$ cat config.mk
export PLATFORM = sky130hd
export DESIGN_NAME = lns_sqr_stage
export DESIGN_NICKNAME = d
export VERILOG_FILES = /design/src/rtl/lns_pkg.sv /design/src/rtl/lns_sqr_stage.sv
export SDC_FILE = /design/constraint.sdc
export NUM_CORES = 2
export LEC_CHECK = 0
export BUFFER_PORTS_ARGS = -buffer_cell sky130_fd_sc_hd__buf_2
export CAP_MARGIN = 20
export CORE_ASPECT_RATIO = 0.8
export CORE_MARGIN = 2
export CORE_UTILIZATION = 50
export DETAILED_ROUTE_END_ITERATION = 10
export PLACE_DENSITY = 0.67
export SETUP_SLACK_MARGIN = 0.02
export SLEW_MARGIN = 5
export SYNTH_ARGS = -nofsm -noshare
export SYNTH_HDL_FRONTEND = slang
export SYNTH_SLANG_ARGS = --single-unit
$ cat constraint.sdc
create_clock -name clk -period 1 [get_ports clk]
set_clock_uncertainty 0.1 [all_clocks]
set_input_delay 0.15 -clock clk [delete_from_list [all_inputs] [get_ports clk]]
set_output_delay 0.15 -clock clk [all_outputs]
set_load 0.1 [all_outputs]
$ cat src/rtl/lns_pkg.sv
// Shared types, widths and constants of the Laplace noise sampler.
// Holds the pipeline item struct, the result struct and the log2 constant function.
// Depends on nothing; every other file imports it.
package lns_pkg;

	localparam int UNIFORM_BITS = 16;
	localparam int RAW_W        = 16;
	localparam int OUT_W        = 21;
	localparam int SCALE_W      = 16;
	localparam int FRAC_W       = 16;
	localparam int MANT_W       = 32;
	localparam int SHIFT_W      = $clog2(MANT_W);
	localparam int K_W          = $clog2(UNIFORM_BITS);
	localparam int LOG_W        = K_W + FRAC_W;
	localparam int SQ_STAGES    = FRAC_W;

	localparam logic [MANT_W-1:0]  LN2_Q32     = 32'd2977044472;
	localparam logic [SCALE_W-1:0] SCALE_RESET = 16'd256;
	localparam logic [OUT_W-1:0]   POS_LIMIT   = 21'h0FFFFF;
	localparam logic [OUT_W-1:0]   NEG_LIMIT   = 21'h100000;

	typedef struct packed {
		logic              positive;
		logic              zero;
		logic [K_W-1:0]    k;
		logic [FRAC_W-1:0] frac;
		logic [MANT_W-1:0] mant;
	} lns_item_t;

	typedef struct packed {
		logic [OUT_W-1:0] sample;
		logic             sat;
	} lns_res_t;

	function automatic logic [LOG_W-1:0] log2_const(input longint unsigned x);
		longint unsigned   m;
		logic [K_W-1:0]    k;
		logic [FRAC_W-1:0] frac;
		k = '0;
		frac = '0;
		for (int i = 0; i < 64; i++) begin
			if (x[i]) begin
				k = K_W'(i);
			end
		end
		m = x << (31 - int'(k));
		for (int i = 0; i < FRAC_W; i++) begin
			m = (m * m) >> 31;
			frac = {frac[FRAC_W-2:0], (m >= 64'h1_0000_0000)};
			if (m >= 64'h1_0000_0000) begin
				m = m >> 1;
			end
		end
		return {k, frac};
	endfunction

	localparam logic [LOG_W-1:0] LOG2_MAX =
		log2_const((64'd1 << UNIFORM_BITS) - 64'd1);

endpackage

$ cat src/rtl/lns_sqr_stage.sv
// One squaring step of the fixed-point log2: squares the Q31 mantissa and
// yields the next fraction bit, with one register stage at the output.
// Depends on lns_pkg for the item struct and widths.
module lns_sqr_stage (
	input  logic              clk,
	input  logic              arst_n,
	input  logic              en,
	input  logic              prev_valid,
	input  lns_pkg::lns_item_t prev_item,
	output logic              next_valid,
	output lns_pkg::lns_item_t next_item
);
	import lns_pkg::*;

	logic [2*MANT_W-1:0] sq;
	logic [MANT_W:0]     sh;
	lns_item_t           item_c;
	logic                valid_s1;
	lns_item_t           item_s1;

	always_comb begin
		sq = (2*MANT_W)'(prev_item.mant) * (2*MANT_W)'(prev_item.mant);
		sh = sq[2*MANT_W-1:MANT_W-1];
		item_c = prev_item;
		item_c.frac = {prev_item.frac[FRAC_W-2:0], sh[MANT_W]};
		item_c.mant = sh[MANT_W] ? sh[MANT_W:1] : sh[MANT_W-1:0];
	end

	always_ff @(posedge clk or negedge arst_n) begin
		if (!arst_n) begin
			valid_s1 <= 1'b0;
		end else if (en) begin
			valid_s1 <= prev_valid;
		end
	end

	always_ff @(posedge clk) begin
		if (en) begin
			item_s1 <= item_c;
		end
	end

	assign next_valid = valid_s1;
	assign next_item  = item_s1;

	// A nonzero log argument keeps its mantissa normalized to [1,2).
	a_mant_norm: assert property (@(posedge clk) disable iff (!arst_n)
		valid_s1 && !item_s1.zero |-> item_s1.mant[MANT_W-1])
		else $error("mantissa lost its leading one");

endmodule

Yosys cells after proc, flatten, opt, wreduce, memory -nomap -nowiden
Cells that the tools add are included.
{ "totals": {"register_bits": 55, "inputBits": 58, "output_inout_bits": 55, "word_cells": 9} }
{ "op_classes": {"multipliers": 1, "mux": 1} }
{ "op_table": {"columns": ["cell", "n"], "rows": [
  ["multiplier 32 x 32 -> 64 bit", 1],
  ["two-way mux 31 bit", 1]
]} }

Logic depth before layout (Yosys ltp)
{ "depth": {"ltp_word": 2, "ltp_mapped": 30, "ltp_nobuf": 26} }

Worst setup path after synthesis
No wires, ideal clock.
{ "synth_timing": {"path_kind": "in2reg", "from": "input port prev_item[23] in the netlist's numbering", "to": "register item_s1 (netlist bit next_item[10]) (data pin)", "setup_time_ns": 0.260, "arrival_time_ns": 7.501, "required_ns": 0.640, "slack_ns": -6.862, "cell_stages": 26, "path_buffers": 4, "cell_sequence": "clkbuf_1 > clkbuf_1 > nand2_1 > fa_1 > inv_1 > fa_1 > fa_1 > inv_1 > fa_1 > inv_1 > fa_1 > fa_1 > fa_1 > fa_1 > ha_1 > and3_1 > and4_1 > o211ai_1 > a311oi_1 > o21ai_1 > o211a_1 > o21a_4 > or3_1 > buf_6 > buf_12 > mux2_4"} }
{ "synth_lines": {"columns": ["item", "line", "source"], "rows": [
  ["start, declared", "lns_sqr_stage.sv:9", "input lns_pkg::lns_item_t prev_item,"],
  ["end signal, assigned", "lns_sqr_stage.sv:39", "item_s1 <= item_c;"],
  ["end, declared", "lns_sqr_stage.sv:19", "lns_item_t item_s1;"]
]} }

==> summary.md <==
| Metric | Value |
|---|---|
| Outcome | `complete, but fails checks` |
| Violated checks | `setup timing` |
| Relative slew slack | `approximately 58%` |
| Die area | `65000 um2` |
| RSZ-0062 raised after global routing | `true` |
| Most common cell in the synthesized netlist | `inv_1` |
| Drt via density | `~5.0` |
| RD Place Congestion | `between 0.9 and 1` |
| CTS Root Cell | `clkbuf_16` |
| Final count of pins violating max slew | `0` |
| Area of the core region | `about 62000 um2` |
| Kind of launch point of the worst setup path | `input port` |
| Combined area of all synthesized cells | `31500 um2` |
| Setup TNS Final | `-220.64 ns` |
| Start of the worst register-to-register path | `next_valid` |
| Post-synth top flop | `edfxtp_1` |
| CP most frequent cell | `fa_1` |
| Standard-cell rows | `82` |
| Worst-case register-to-register setup slack | `~0.04 ns` |
| Register cell area after layout | `1650 um2` |
| DIE WIDTH | `285 um` |
| Area occupied by multi-input gates | `26400 um2` |
| Detailed-route via count | `around 24000` |
| Async S/R FF share, synth | `around 1.8%` |
| Growth of design area from synthesis to finish | `27.9%` |
| Fraction of synthesized area in multiplexers | `approximately 1.2%` |
| Avg Inst Size Synth | `9.59 um2` |
| Seq/Total Area, Yosys | `5.23%` |
| Required time of the critical path | `around 0.95 ns` |
| CTS tree | `built` |
| CTS clk-pin slew, worst paths | `0.07 ns` |
| Cell at the slowest stage of the critical path | `fa_2` |
| CTS sink cnt | `55` |
| Die H | `~230 um` |
| Post-synthesis share of cell area spent on and, or, nand and nor gates | `a little over a tenth` |
| Total of flip-flops plus latches after synthesis | `between 50 and 60` |
| Final clock period utilization by the worst path | `748%` |
| FMAX | `around 130 MHz` |
| Worst setup path class | `in -> reg` |
| Clock latency at the later pin of the worst-skew pair | `0.29 ns` |
| TritonRoute pass-1 iters | `5` |
| Cell types with the highest counts after synthesis | `inv_1 (986), fa_1 (791), ha_1 (300)` |
| Count of fill cells added during filler insertion | `a little under 5000` |
| Fraction of final layout cells sized beyond drive strength 1 | `between 20% and 30%` |
| Pin count of the biggest net entering global routing | `26` |
| Count of distinct cell types in the synthesized netlist | `a little under 70` |
| Setup ws final | `-6.48 ns` |
| Largest area contributor in the netlist | `fa_1` |
| Remaining routing DRC violations | `0` |
| Net Count, Synth | `~4400` |
| Depth of the most critical reg-to-reg path | `1` |
| Complex-gate fraction of the synthesized area | `under 10%` |
| Number of global-route vias before repair | `~27000` |
| Hold Vio Cnt, Final | `0` |
| Maximum level of the CTS H-tree | `2` |
| FF-to-FF End | `next_valid` |
| EDFF count, synth | `between 50 and 60` |
| CP max FO | `7` |
| Synth area leaders | `fa_1 (50%), ha_1 (12%), inv_1 (12%), edfxtp_1 (5.1%), and2_1 (4.7%)` |
| Data arrival time of the critical path | `7.43 ns` |
| Worst hold margin | `~0.081 ns` |
| First DRT Iteration DRCs | `between 1000 and 1500` |
| Maximum cell stage delay along the critical path | `between 0.5 and 0.6 ns` |
| Initial Utilization | `between 50% and 60%` |
| Number of top-level design ports | `around 110` |
| Largest family of logic cells by synthesized area | `adder cells` |
| Kind of capture point of the worst setup path | `flip-flop` |
| Half-perimeter wire length after detailed placement | `between 70000 and 80000 um` |
| Total Routing Usage GR | `roughly 28%` |
| Number of maximum-capacitance violations | `0` |
| Syn. warnings | `0` |
| Clock tree buffer depth | `2` |
| Transition time of the tightest slew-check pin | `between 0.6 and 0.7 ns` |
| Fin nets | `about 5100` |
| Xor and xnor fraction of the mapped netlist area | `~2.1%` |
| Sum of overflow across all layers after global routing | `0` |
| Count of input and output buffers | `around 110` |
| Endpoints failing setup | `between 80 and 90` |
| Gate Count Post-Synth | `3284` |
| Post-detailed-route wirelength per cell | `approximately 18 um` |
| Wire length of the first global-routing pass | `between 100000 and 150000 um` |
| Initial antenna violation count | `3` |
| Total routed wirelength | `87900 um` |
| Share of synthesized cell area in full adder, half adder and majority cells | `62.2%` |
| Number of buffers created by CTS | `5` |
| Final antenna-violating net count | `0` |
| Worst hold-check path type | `in -> async` |
| Yosys top cell area share | `between 50% and 60%` |
| Shortest period the worst path allows | `approximately 7.5 ns` |
[final cells by class]
cell class,instances,share of cell area (%)
diodes,2,0.0124
clock buffers,6,0.320
clock inverters,2,0.0311
inverters,987,9.21
multi-input cells,2118,65.5
flip-flops and latches,55,4.10
well taps,840,2.61
repair buffers,791,18.2
[sequential cells by signal, indices dropped and copies added (netlist names)]
name and flops:
next_item 54, next_valid 1
[critical path, delay by kind of cell]
family          cells  cell delay, ns
compound gates      8            1.57
fa+ha+maj           9            4.17
buf+inv             6            0.68
mux                 1            0.30
simple gates        2            0.56
[layer usage]
layer | GRT usage (%) | wire (um) | part of all wire [%] | vias to the layer above
li1 | - | - | - | 11000
met1 | 38.7 | 36700 | 42 | 12100
met2 | 46.1 | 41800 | 48 | 741
met3 | 5.75 | 6870 | 7.8 | 149
met4 | 6.86 | 2550 | 2.9 | 2
met5 | 0 | 7 | 0.0080 | -
[worst max path at each step]
stage / startpoint / slack, ns / depth (start not counted) / endpoint
after CTS: prev_item[17] / -6.40 / 27 / next_item[21]
after detailed placement: prev_item[6] / -7.14 / 25 / next_item[21]
final: prev_item[17] / -6.48 / 26 / next_item[14]
after global placement: prev_item[6] / -7.06 / 24 / next_item[20]
after floorplan: prev_item[25] / -6.49 / 25 / next_item[10]
after global routing: prev_item[8] / -6.67 / 28 / next_item[26]
[cell families after synthesis]
kind of cell    Yosys count
mux                      31
buf+inv                1111
simple gates            683
flops                    55
xor+xnor                 75
fa+ha+maj              1091
compound gates          238
[cells in the final DEF, fill, tap and decap left out, types with 12 or more instances in the layout]
cell type / instances
o21bai_1: 17
buf_2: 31
mux2_4: 15
xnor2_1: 40
ha_4: 21
xor2_1: 33
a21oi_1: 51
a21o_1: 37
o21ai_0: 23
a21oi_2: 12
fa_1: 768
nand4_1: 19
and2_1: 219
buf_6: 34
nor2_1: 57
fa_2: 23
inv_1: 976
nand2_1: 275
mux2i_1: 12
ha_1: 278
buf_4: 602
nand2_2: 15
buf_12: 89
and2_4: 14
nor3_1: 12
dlygate4sd3_1: 23
edfxtp_1: 54
[through the flow]
stage,worst slack (ns),std cells,utilization (%),instance area [um2]
6_report,-6.48,4801,64.5,40300
5_1_grt,-6.67,4799,64.4,40300
4_1_cts,-6.40,4791,64.2,40100
3_5_place_dp,-7.14,4736,61.9,38700
3_3_place_gp,-7.06,4736,61.9,38700
2_1_floorplan,-6.49,3284,-,32100
[what timing repair did]
action / 4_1_cts / 5_1_grt
pin swaps: 27 / 27
hold buffers: 23 / 0
gates cloned: 6 / 1
setup buffers: 19 / 8
setup endpoints to repair: 88 / 88
endpoints found under the hold margin: 23 / 0
resized for setup: 176 / 27
Power is left out: the tool's default activity adds up to more than one toggle a clock period on the data nets, which glitch-free logic cannot reach.
